### src/rtl/mtcs_pkg.sv
package mtcs_pkg;

  localparam int DEF_NUM_SLOTS   = 16;
  localparam int DEF_COUNT_WIDTH = 24;

  localparam int FUNC_W  = 2;
  localparam int INDEX_W = 4;
  localparam int TICK_W  = 24;
  localparam int MODE_W  = 2;

  localparam logic [FUNC_W-1:0] FUNC_PASS    = 2'd0;
  localparam logic [FUNC_W-1:0] FUNC_START   = 2'd1;
  localparam logic [FUNC_W-1:0] FUNC_STOP    = 2'd2;
  localparam logic [FUNC_W-1:0] FUNC_SUSPEND = 2'd3;

  localparam logic [MODE_W-1:0] MODE_IDLE      = 2'd0;
  localparam logic [MODE_W-1:0] MODE_ARMED     = 2'd1;
  localparam logic [MODE_W-1:0] MODE_RUNNING   = 2'd2;
  localparam logic [MODE_W-1:0] MODE_SUSPENDED = 2'd3;

  localparam logic KIND_EXPIRED = 1'b0;
  localparam logic KIND_DONE    = 1'b1;

  typedef struct packed {
    logic shift;
    logic wr_mode;
    logic wr_counts;
  } cell_ctrl_t;

endpackage

### src/rtl/mtcs_cell.sv
module mtcs_cell #(
  parameter int COUNT_WIDTH = mtcs_pkg::DEF_COUNT_WIDTH
) (
  input  logic                        clk,
  input  logic                        rst_n,
  input  mtcs_pkg::cell_ctrl_t        ctrl,
  input  logic [mtcs_pkg::MODE_W-1:0] wr_mode,
  input  logic [COUNT_WIDTH-1:0]      wr_count,
  input  logic [mtcs_pkg::MODE_W-1:0] sh_mode,
  input  logic [COUNT_WIDTH-1:0]      sh_rem,
  input  logic [COUNT_WIDTH-1:0]      sh_rel,
  output logic [mtcs_pkg::MODE_W-1:0] mode,
  output logic [COUNT_WIDTH-1:0]      rem,
  output logic [COUNT_WIDTH-1:0]      rel
);
  import mtcs_pkg::*;

  logic [MODE_W-1:0]      mode_r, mode_nxt;
  logic [COUNT_WIDTH-1:0] rem_r, rem_nxt;
  logic [COUNT_WIDTH-1:0] rel_r, rel_nxt;

  always_comb begin
    mode_nxt = mode_r;
    rem_nxt  = rem_r;
    rel_nxt  = rel_r;
    priority if (ctrl.shift) begin
      mode_nxt = sh_mode;
      rem_nxt  = sh_rem;
      rel_nxt  = sh_rel;
    end else begin
      if (ctrl.wr_mode) begin
        mode_nxt = wr_mode;
      end
      if (ctrl.wr_counts) begin
        rem_nxt = wr_count;
        rel_nxt = wr_count;
      end
    end
  end

  always_ff @(posedge clk) begin
    if (!rst_n) begin
      mode_r <= MODE_IDLE;
    end else begin
      mode_r <= mode_nxt;
    end
  end

  always_ff @(posedge clk) begin
    rem_r <= rem_nxt;
    rel_r <= rel_nxt;
  end

  assign mode = mode_r;
  assign rem  = rem_r;
  assign rel  = rel_r;

endmodule

### src/rtl/mtcs_slot_proc.sv
module mtcs_slot_proc #(
  parameter int COUNT_WIDTH = mtcs_pkg::DEF_COUNT_WIDTH
) (
  input  logic [mtcs_pkg::MODE_W-1:0] mode_i,
  input  logic [COUNT_WIDTH-1:0]      rem_i,
  input  logic [COUNT_WIDTH-1:0]      rel_i,
  input  logic [COUNT_WIDTH-1:0]      elapsed,
  input  logic [COUNT_WIDTH-1:0]      next_i,
  output logic [mtcs_pkg::MODE_W-1:0] mode_o,
  output logic [COUNT_WIDTH-1:0]      rem_o,
  output logic                        expired,
  output logic [COUNT_WIDTH-1:0]      next_o
);
  import mtcs_pkg::*;

  logic take;

  always_comb begin
    mode_o  = mode_i;
    rem_o   = rem_i;
    expired = 1'b0;
    take    = 1'b0;
    unique case (mode_i)
      MODE_ARMED: begin
        mode_o = MODE_RUNNING;
        rem_o  = rel_i;
        take   = 1'b1;
      end
      MODE_RUNNING: begin
        take = 1'b1;
        if (elapsed >= rem_i) begin
          expired = 1'b1;
          rem_o   = rel_i;
        end else begin
          rem_o = rem_i - elapsed;
        end
      end
      default: begin
        take = 1'b0;
      end
    endcase
    next_o = (take && (rem_o < next_i)) ? rem_o : next_i;
  end

endmodule

### src/rtl/multi_timer_compare_scheduler_core.sv
// Multiplexes NUM_SLOTS periodic timers onto one compare counter. Slots sit in a
// ring of cells; a scheduling pass (compare event or start) rotates the ring
// once through a single slot processor, one slot per cycle in index order
// while the output side does not stall an expiry, and posts one item per
// expired slot followed by a final item carrying the next compare value, which
// waits while the output side stalls. Stop and suspend only rewrite the mode
// of the selected slot and start no pass. A new item is taken only between
// passes, while the last result may still wait at the output register.
module multi_timer_compare_scheduler_core #(
  parameter int NUM_SLOTS   = mtcs_pkg::DEF_NUM_SLOTS,
  parameter int COUNT_WIDTH = mtcs_pkg::DEF_COUNT_WIDTH
) (
  input  logic                         clk,
  input  logic                         rst_n,
  input  logic                         cfg_we,
  input  logic [mtcs_pkg::TICK_W-1:0]  cfg_wdata,
  input  logic                         in_valid,
  output logic                         in_ready,
  input  logic [mtcs_pkg::FUNC_W-1:0]  in_func,
  input  logic [mtcs_pkg::INDEX_W-1:0] in_timer_index,
  input  logic [mtcs_pkg::TICK_W-1:0]  in_load_ticks,
  input  logic [mtcs_pkg::TICK_W-1:0]  in_elapsed_ticks,
  output logic                         out_valid,
  input  logic                         out_ready,
  output logic                         out_kind,
  output logic [mtcs_pkg::INDEX_W-1:0] out_expired_index,
  output logic [mtcs_pkg::TICK_W-1:0]  out_next_compare,
  output logic                         out_last
);
  import mtcs_pkg::*;

  localparam int IDX_W = (NUM_SLOTS > 1) ? $clog2(NUM_SLOTS) : 1;
  localparam logic [IDX_W-1:0] IDX_LAST = IDX_W'(NUM_SLOTS - 1);

  localparam logic [1:0] ST_IDLE = 2'd0;
  localparam logic [1:0] ST_PASS = 2'd1;
  localparam logic [1:0] ST_FIN  = 2'd2;

  logic [1:0]             state_r, state_nxt;
  logic [IDX_W-1:0]       idx_r, idx_nxt;
  logic [TICK_W-1:0]      idle_cmp_r;
  logic [COUNT_WIDTH-1:0] elapsed_r, elapsed_nxt;
  logic [COUNT_WIDTH-1:0] next_r, next_nxt;

  logic                   out_valid_r, out_valid_nxt;
  logic                   out_kind_r, out_kind_nxt;
  logic [INDEX_W-1:0]     out_idx_r, out_idx_nxt;
  logic [TICK_W-1:0]      out_cmp_r, out_cmp_nxt;
  logic                   out_last_r, out_last_nxt;

  logic [MODE_W-1:0]      c_mode [NUM_SLOTS];
  logic [COUNT_WIDTH-1:0] c_rem  [NUM_SLOTS];
  logic [COUNT_WIDTH-1:0] c_rel  [NUM_SLOTS];

  logic [MODE_W-1:0]      p_mode;
  logic [COUNT_WIDTH-1:0] p_rem;
  logic                   p_exp;
  logic [COUNT_WIDTH-1:0] p_next;

  logic                   accept, can_load, step, wr_any, is_start;
  logic [MODE_W-1:0]      wr_mode_val;
  logic [COUNT_WIDTH-1:0] load_c;

  assign in_ready = (state_r == ST_IDLE);
  assign accept   = in_valid && in_ready;
  assign can_load = !out_valid_r || out_ready;
  assign step     = (state_r == ST_PASS) && (!p_exp || can_load);
  assign is_start = accept && (in_func == FUNC_START);
  assign wr_any   = accept && (in_func != FUNC_PASS);
  assign load_c   = COUNT_WIDTH'(in_load_ticks);

  always_comb begin
    unique case (in_func)
      FUNC_START:   wr_mode_val = MODE_ARMED;
      FUNC_STOP:    wr_mode_val = MODE_IDLE;
      FUNC_SUSPEND: wr_mode_val = MODE_SUSPENDED;
      default:      wr_mode_val = MODE_IDLE;
    endcase
  end

  mtcs_slot_proc #(
    .COUNT_WIDTH (COUNT_WIDTH)
  ) u_proc (
    .mode_i  (c_mode[0]),
    .rem_i   (c_rem[0]),
    .rel_i   (c_rel[0]),
    .elapsed (elapsed_r),
    .next_i  (next_r),
    .mode_o  (p_mode),
    .rem_o   (p_rem),
    .expired (p_exp),
    .next_o  (p_next)
  );

  for (genvar i = 0; i < NUM_SLOTS; i++) begin : g_ring
    cell_ctrl_t             ctrl;
    logic                   sel;
    logic [MODE_W-1:0]      sh_mode;
    logic [COUNT_WIDTH-1:0] sh_rem;
    logic [COUNT_WIDTH-1:0] sh_rel;

    assign sel            = (32'(in_timer_index) == i);
    assign ctrl.shift     = step;
    assign ctrl.wr_mode   = wr_any && sel;
    assign ctrl.wr_counts = is_start && sel;

    if (i == NUM_SLOTS - 1) begin : g_tail
      assign sh_mode = p_mode;
      assign sh_rem  = p_rem;
      assign sh_rel  = c_rel[0];
    end else begin : g_body
      assign sh_mode = c_mode[i+1];
      assign sh_rem  = c_rem[i+1];
      assign sh_rel  = c_rel[i+1];
    end

    mtcs_cell #(
      .COUNT_WIDTH (COUNT_WIDTH)
    ) u_cell (
      .clk      (clk),
      .rst_n    (rst_n),
      .ctrl     (ctrl),
      .wr_mode  (wr_mode_val),
      .wr_count (load_c),
      .sh_mode  (sh_mode),
      .sh_rem   (sh_rem),
      .sh_rel   (sh_rel),
      .mode     (c_mode[i]),
      .rem      (c_rem[i]),
      .rel      (c_rel[i])
    );
  end

  always_comb begin
    state_nxt     = state_r;
    idx_nxt       = idx_r;
    elapsed_nxt   = elapsed_r;
    next_nxt      = next_r;
    out_valid_nxt = out_valid_r && !out_ready;
    out_kind_nxt  = out_kind_r;
    out_idx_nxt   = out_idx_r;
    out_cmp_nxt   = out_cmp_r;
    out_last_nxt  = out_last_r;
    unique case (state_r)
      ST_IDLE: begin
        if (accept && (in_func == FUNC_PASS || in_func == FUNC_START)) begin
          state_nxt   = ST_PASS;
          idx_nxt     = '0;
          elapsed_nxt = COUNT_WIDTH'(in_elapsed_ticks);
          next_nxt    = COUNT_WIDTH'(idle_cmp_r);
        end
      end
      ST_PASS: begin
        if (step) begin
          next_nxt = p_next;
          idx_nxt  = idx_r + 1'b1;
          if (p_exp) begin
            out_valid_nxt = 1'b1;
            out_kind_nxt  = KIND_EXPIRED;
            out_idx_nxt   = INDEX_W'(idx_r);
            out_cmp_nxt   = '0;
            out_last_nxt  = 1'b0;
          end
          if (idx_r == IDX_LAST) begin
            state_nxt = ST_FIN;
          end
        end
      end
      ST_FIN: begin
        if (can_load) begin
          out_valid_nxt = 1'b1;
          out_kind_nxt  = KIND_DONE;
          out_idx_nxt   = '0;
          out_cmp_nxt   = TICK_W'(next_r);
          out_last_nxt  = 1'b1;
          state_nxt     = ST_IDLE;
        end
      end
      default: begin
        state_nxt = ST_IDLE;
      end
    endcase
  end

  always_ff @(posedge clk) begin
    if (!rst_n) begin
      state_r     <= ST_IDLE;
      idx_r       <= '0;
      out_valid_r <= 1'b0;
      idle_cmp_r  <= '1;
    end else begin
      state_r     <= state_nxt;
      idx_r       <= idx_nxt;
      out_valid_r <= out_valid_nxt;
      if (cfg_we) begin
        idle_cmp_r <= cfg_wdata;
      end
    end
  end

  always_ff @(posedge clk) begin
    elapsed_r  <= elapsed_nxt;
    next_r     <= next_nxt;
    out_kind_r <= out_kind_nxt;
    out_idx_r  <= out_idx_nxt;
    out_cmp_r  <= out_cmp_nxt;
    out_last_r <= out_last_nxt;
  end

  assign out_valid         = out_valid_r;
  assign out_kind          = out_kind_r;
  assign out_expired_index = out_idx_r;
  assign out_next_compare  = out_cmp_r;
  assign out_last          = out_last_r;

`ifndef SYNTH
  a_pass_start: assert property (@(posedge clk) disable iff (!rst_n)
    accept && (in_func == FUNC_PASS || in_func == FUNC_START) |=> state_r == ST_PASS)
    else $error("pass did not start after accepted item");

  a_last_is_done: assert property (@(posedge clk) disable iff (!rst_n)
    out_valid |-> (out_last == out_kind))
    else $error("last flag disagrees with result kind");

  a_ring_hold: assert property (@(posedge clk) disable iff (!rst_n)
    (state_r == ST_PASS) && !step |=> $stable(idx_r) && $stable(next_r))
    else $error("ring advanced while output stalled");

  a_pass_end: assert property (@(posedge clk) disable iff (!rst_n)
    step && (idx_r == IDX_LAST) |=> state_r == ST_FIN)
    else $error("pass did not finish after last slot");
`endif

endmodule
### config.mk
export PLATFORM = sky130hd
export DESIGN_NAME = multi_timer_compare_scheduler_core
export DESIGN_NICKNAME = d
export VERILOG_FILES = /design/src/rtl/mtcs_pkg.sv /design/src/rtl/mtcs_cell.sv /design/src/rtl/mtcs_slot_proc.sv /design/src/rtl/multi_timer_compare_scheduler_core.sv
export SDC_FILE = /design/constraint.sdc
export NUM_CORES = 1
export LEC_CHECK = 0
export BUFFER_PORTS_ARGS = -buffer_cell sky130_fd_sc_hd__buf_2
export CORE_ASPECT_RATIO = 1.4
export CORE_MARGIN = 2
export CORE_UTILIZATION = 55
export CTS_CLUSTER_SIZE = 30
export DETAILED_ROUTE_END_ITERATION = 6
export PLACE_DENSITY = 0.75
export SETUP_SLACK_MARGIN = 0.05
export SLEW_MARGIN = 5
export SYNTH_ARGS = -nofsm -noshare
export SYNTH_HDL_FRONTEND = slang
export SYNTH_SLANG_ARGS = --single-unit
### constraint.sdc
create_clock -name clk -period 12.1 [get_ports clk]
set_input_delay 0.605 -clock clk [delete_from_list [all_inputs] [get_ports clk]]
set_output_delay 0.605 -clock clk [all_outputs]
set_load 0.05 [all_outputs]
==> impl_metrics.prom <==
# TYPE chip_impl_metric gauge
chip_impl_info{name="status",value="finished clean"} 1
chip_impl_metric{name="area.growth.synth_to_final",unit="%"} 10.33
chip_impl_info{name="worst_path_max_delay_cell",value="or4_1"} 1
chip_impl_info{name="most-common-layout-cells",value="edfxtp_1 (845), nand2_1 (833), a21o_1 (388)"} 1
chip_impl_metric{name="relative_max_transition_margin",unit="%"} 18.28
chip_impl_metric{name="chipWidth",unit="µm"} 227.5
chip_impl_metric{name="synth.yosys.seq_area_share",unit="%"} 69.25
chip_impl_metric{name="synth.distinct_cells",unit=""} 73
chip_impl_metric{name="post-cts-setup-buffers",unit=""} 0
chip_impl_metric{name="grt_overflow",unit=""} 0
chip_impl_metric{name="first_global_vias",unit=""} 23210
chip_impl_metric{name="cellLeakagePower",unit="µW"} 0.01733
chip_impl_metric{name="grt_first_pass_wirelength",unit="µm"} 133300
chip_impl_metric{name="synthCells",unit=""} 3063
chip_impl_metric{name="first_pass_iters",unit=""} 6
chip_impl_metric{name="drive_gt1_share",unit="%"} 10.94
chip_impl_metric{name="final_net_count",unit=""} 3217
chip_impl_info{name="path_class",value="reg -> reg"} 1
chip_impl_metric{name="irDropWorstVdd",unit="µV"} 158.6
chip_impl_metric{name="cts_made_buffers",unit=""} 79
chip_impl_metric{name="finalMaxSlewViolations",unit=""} 0
chip_impl_metric{name="layout_setup_ws",unit="ps"} 6268
chip_impl_metric{name="floorplan.core_area",unit="µm²"} 69180
chip_impl_metric{name="post_synth_edffs",unit=""} 845
chip_impl_metric{name="clock-skew-final",unit="ps"} 37.67
chip_impl_metric{name="register_area",unit="µm²"} 26640
chip_impl_metric{name="cts-htree-levels",unit=""} 3
chip_impl_metric{name="average_wire_length_per_cell_after_detail_routing",unit="µm"} 21.46
chip_impl_metric{name="timing_worst_slew_pin_value",unit="ps"} 1226
chip_impl_metric{name="synth_area",unit="µm²"} 38460
chip_impl_metric{name="switching_share",unit="%"} 29.92
chip_impl_metric{name="seq_cells_post_synth",unit=""} 908
chip_impl_metric{name="post_cts_resized",unit=""} 0
chip_impl_metric{name="dp_slack",unit="ps"} 6365
chip_impl_metric{name="synth.avg_cell_area",unit="µm²"} 12.56
chip_impl_metric{name="routed_via_density",unit=""} 5.893
chip_impl_info{name="timing.critical_path.cells",value="inv_1, ha_1, fa_1, nand2b_1, a211o_1, a21o_1, a2111oi_2, buf_4, nor2_1, buf_4, a222oi_1, inv_1, ha_1, nand4_1, nor2_1, nand3_1, or4_1, a2111oi_0, a2111oi_2, buf_4"} 1
chip_impl_info{name="timing.critical_path.from_type",value="flop"} 1
chip_impl_metric{name="timing.max_cap.violations",unit=""} 0
chip_impl_metric{name="power_frac_clock",unit="%"} 29.0
chip_impl_info{name="crit_family",value="compound AO/OA/AOI/OAI gates"} 1
chip_impl_metric{name="p_per_area",unit="nW/µm²"} 219.3
chip_impl_metric{name="synth.net_count",unit=""} 3202
chip_impl_metric{name="area_of_the_die",unit="µm²"} 72090
chip_impl_metric{name="switching_power",unit="µW"} 2785
chip_impl_metric{name="finalWorstPathRequiredPeriod",unit="ps"} 5832
chip_impl_metric{name="totalNegativeSetupSlack",unit="ps"} 0
chip_impl_info{name="yosys_most_used_dff",value="edfxtp_1"} 1
chip_impl_metric{name="fp-row-count",unit=""} 114
chip_impl_metric{name="internal_power",unit="µW"} 6523
chip_impl_metric{name="total_power",unit="µW"} 9307
chip_impl_metric{name="timing.critical_path.buf_inv",unit=""} 5
chip_impl_metric{name="pin_count",unit=""} 115
chip_impl_metric{name="ant_nets",unit=""} 0
chip_impl_metric{name="chipHeight",unit="µm"} 316.9
chip_impl_metric{name="groute.usage.overall",unit="%"} 24.20
chip_impl_metric{name="pwr-share-comb",unit="%"} 21.9
chip_impl_metric{name="post_route_clock_period_utilization",unit="%"} 48.20
chip_impl_info{name="most_common_cell_after_layout_fill_and_taps_aside",value="edfxtp_1"} 1
chip_impl_metric{name="number_of_clock_sinks",unit=""} 908
chip_impl_metric{name="num_vias",unit=""} 24000
chip_impl_metric{name="clock_path_buffers",unit=""} 3
chip_impl_metric{name="initial_drc_count",unit=""} 2814
chip_impl_metric{name="initial_core_util",unit="%"} 55.60
chip_impl_metric{name="clock_insertion_delay_worst_skew",unit="ps"} 650
chip_impl_metric{name="yosys_warnings",unit=""} 0
chip_impl_metric{name="hold_viol_final",unit=""} 0
chip_impl_metric{name="power_frac_seq",unit="%"} 49.1
chip_impl_metric{name="setup_viol_count_final",unit=""} 0
chip_impl_metric{name="crit_required",unit="ps"} 12460
chip_impl_metric{name="gpl.final_weighted_congestion",unit=""} 0.9362
chip_impl_info{name="hold_path.class",value="in -> reg"} 1
chip_impl_metric{name="grt_max_degree",unit=""} 261
chip_impl_info{name="cts_tree",value="yes"} 1
chip_impl_metric{name="numPortBuffers",unit=""} 114
chip_impl_metric{name="grt_antenna_before_repair",unit=""} 1
chip_impl_metric{name="cts_hold_repair.buffers",unit=""} 0
chip_impl_metric{name="totalWireLength",unit="µm"} 87410
chip_impl_metric{name="delay_contributed_by_the_slowest_stage_of_the_critical_path",unit="ps"} 580
chip_impl_metric{name="synth_async_sr_flop_share",unit="%"} 0
chip_impl_metric{name="hpwl",unit="µm"} 50600
chip_impl_metric{name="fillerInstances",unit=""} 5130
chip_impl_metric{name="drc",unit=""} 0
chip_impl_info{name="grt_setup_unrepaired",value="no"} 1
chip_impl_info{name="end_kind",value="flop"} 1
chip_impl_metric{name="multi_input_area",unit="µm²"} 10600
chip_impl_metric{name="path_clk_slew",unit="ps"} 80
chip_impl_metric{name="max_freq",unit="GHz"} 0.1715
chip_impl_metric{name="critPathArrivalTime",unit="ps"} 6200
chip_impl_metric{name="worstPathMaxFanout",unit=""} 24
chip_impl_info{name="library_cell_appearing_most_often_on_the_critical_path",value="buf_4"} 1
chip_impl_info{name="cts_root_buffer",value="clkbuf_16"} 1
## cell type report
type / instances / share of cell area, %
sequential: 908 / 62.76
antenna: 1 / 0.005897
clock buffer: 91 / 4.865
tap: 928 / 2.736
inverter: 85 / 0.7518
timing repair buffer: 161 / 2.235
multi-input combinational: 1843 / 24.97
clock inverter: 56 / 1.669
## cell usage after synthesis (7+ instances only)
| master | n | area (µm²) |
|---|---|---|
| a211o_1 | 7 | 61.31 |
| a211oi_1 | 15 | 112.6 |
| a21o_1 | 388 | 2913 |
| a21oi_1 | 37 | 185.2 |
| a221oi_1 | 9 | 78.83 |
| a221oi_2 | 9 | 135.1 |
| a311oi_1 | 11 | 96.34 |
| and2_0 | 9 | 56.30 |
| and2_1 | 12 | 75.07 |
| buf_1 | 7 | 26.28 |
| buf_2 | 145 | 725.7 |
| buf_4 | 12 | 90.09 |
| clkbuf_1 | 59 | 221.5 |
| dfxtp_1 | 63 | 1261 |
| edfxtp_1 | 845 | 25370 |
| ha_1 | 55 | 688.2 |
| inv_1 | 84 | 315.3 |
| mux2i_1 | 24 | 240.2 |
| nand2_1 | 833 | 3127 |
| nand3_1 | 45 | 225.2 |
| nand4_1 | 16 | 100.1 |
| nor2_1 | 102 | 382.9 |
| nor2b_1 | 15 | 93.84 |
| nor3_1 | 19 | 95.09 |
| o211ai_1 | 28 | 210.2 |
| o21ai_0 | 51 | 255.2 |
| o22ai_1 | 20 | 125.1 |
| o31ai_1 | 16 | 120.1 |
| or3_1 | 7 | 43.79 |
| xnor2_1 | 10 | 87.58 |
## cell families after synthesis
family | after synthesis | share of synthesized area [%]
simple gates | 1100 | 11.75
buf+inv | 312 | 3.712
xor+xnor | 12 | 0.2732
flops | 908 | 69.25
compound gates | 644 | 12.35
fa+ha+maj | 56 | 1.841
mux | 31 | 0.8295
## worst paths after layout
kind                            depth (start not counted)  slack, ps                      from                  endpoint
worst min-delay path                                    1        140      in_elapsed_ticks[12]             elapsed_r[12]
worst min register to register                          2        490  g_ring[7].u_cell.mode[1]  g_ring[6].u_cell.mode[1]
worst max register to register                         20       6270   g_ring[0].u_cell.rem[0]                 next_r[2]
worst max-delay path                                   20       6270   g_ring[0].u_cell.rem[0]                 next_r[2]
## registers in the layout (all words and copies together), names as in the netlist
name                count
next_r                 24
elapsed_r              24
state_r                 2
g_ring.u_cell.mode     32
out_next_compare       24
out_last                1
idx_r                   4
idle_cmp_r             24
out_expired_index       4
g_ring.u_cell.rel     384
g_ring.u_cell.rem     384
out_valid               1
## power groups by stage
stage	clock network (µW)	logic (µW)	registers, µW
3_3_place_gp	0	1960	4610
2_1_floorplan	0	1430	4630
4_1_cts	2750	2040	4570
3_5_place_dp	0	2020	4630
6_report	2700	2040	4570
5_1_grt	2870	2240	4620
## metal layers
metal / part of all wire (%) / track usage [%] / vias to the layer above
met1: 42 / 33.13 / 12020
met4: 3.0 / 8.898 / 0
met2: 49 / 39.89 / 886
met3: 6.4 / 3.225 / 139
met5: 0 / 0 / -
li1: - / - / 10960
## through the flow
| step | hold WS [ps] | util [%] | area [µm²] | cells |
|---|---|---|---|---|
| 2_1_floorplan | 433.2 | - | 38460 | 3063 |
| 3_3_place_gp | 472.7 | 57.33 | 39660 | 3925 |
| 3_5_place_dp | 478.7 | 57.33 | 39660 | 3925 |
| 4_1_cts | 93.53 | 61.34 | 42430 | 4072 |
| 5_1_grt | 113.1 | 61.34 | 42440 | 4073 |
| 6_report | 135.5 | 61.34 | 42440 | 4073 |
Note: power is estimated with default switching activity, not from simulation.
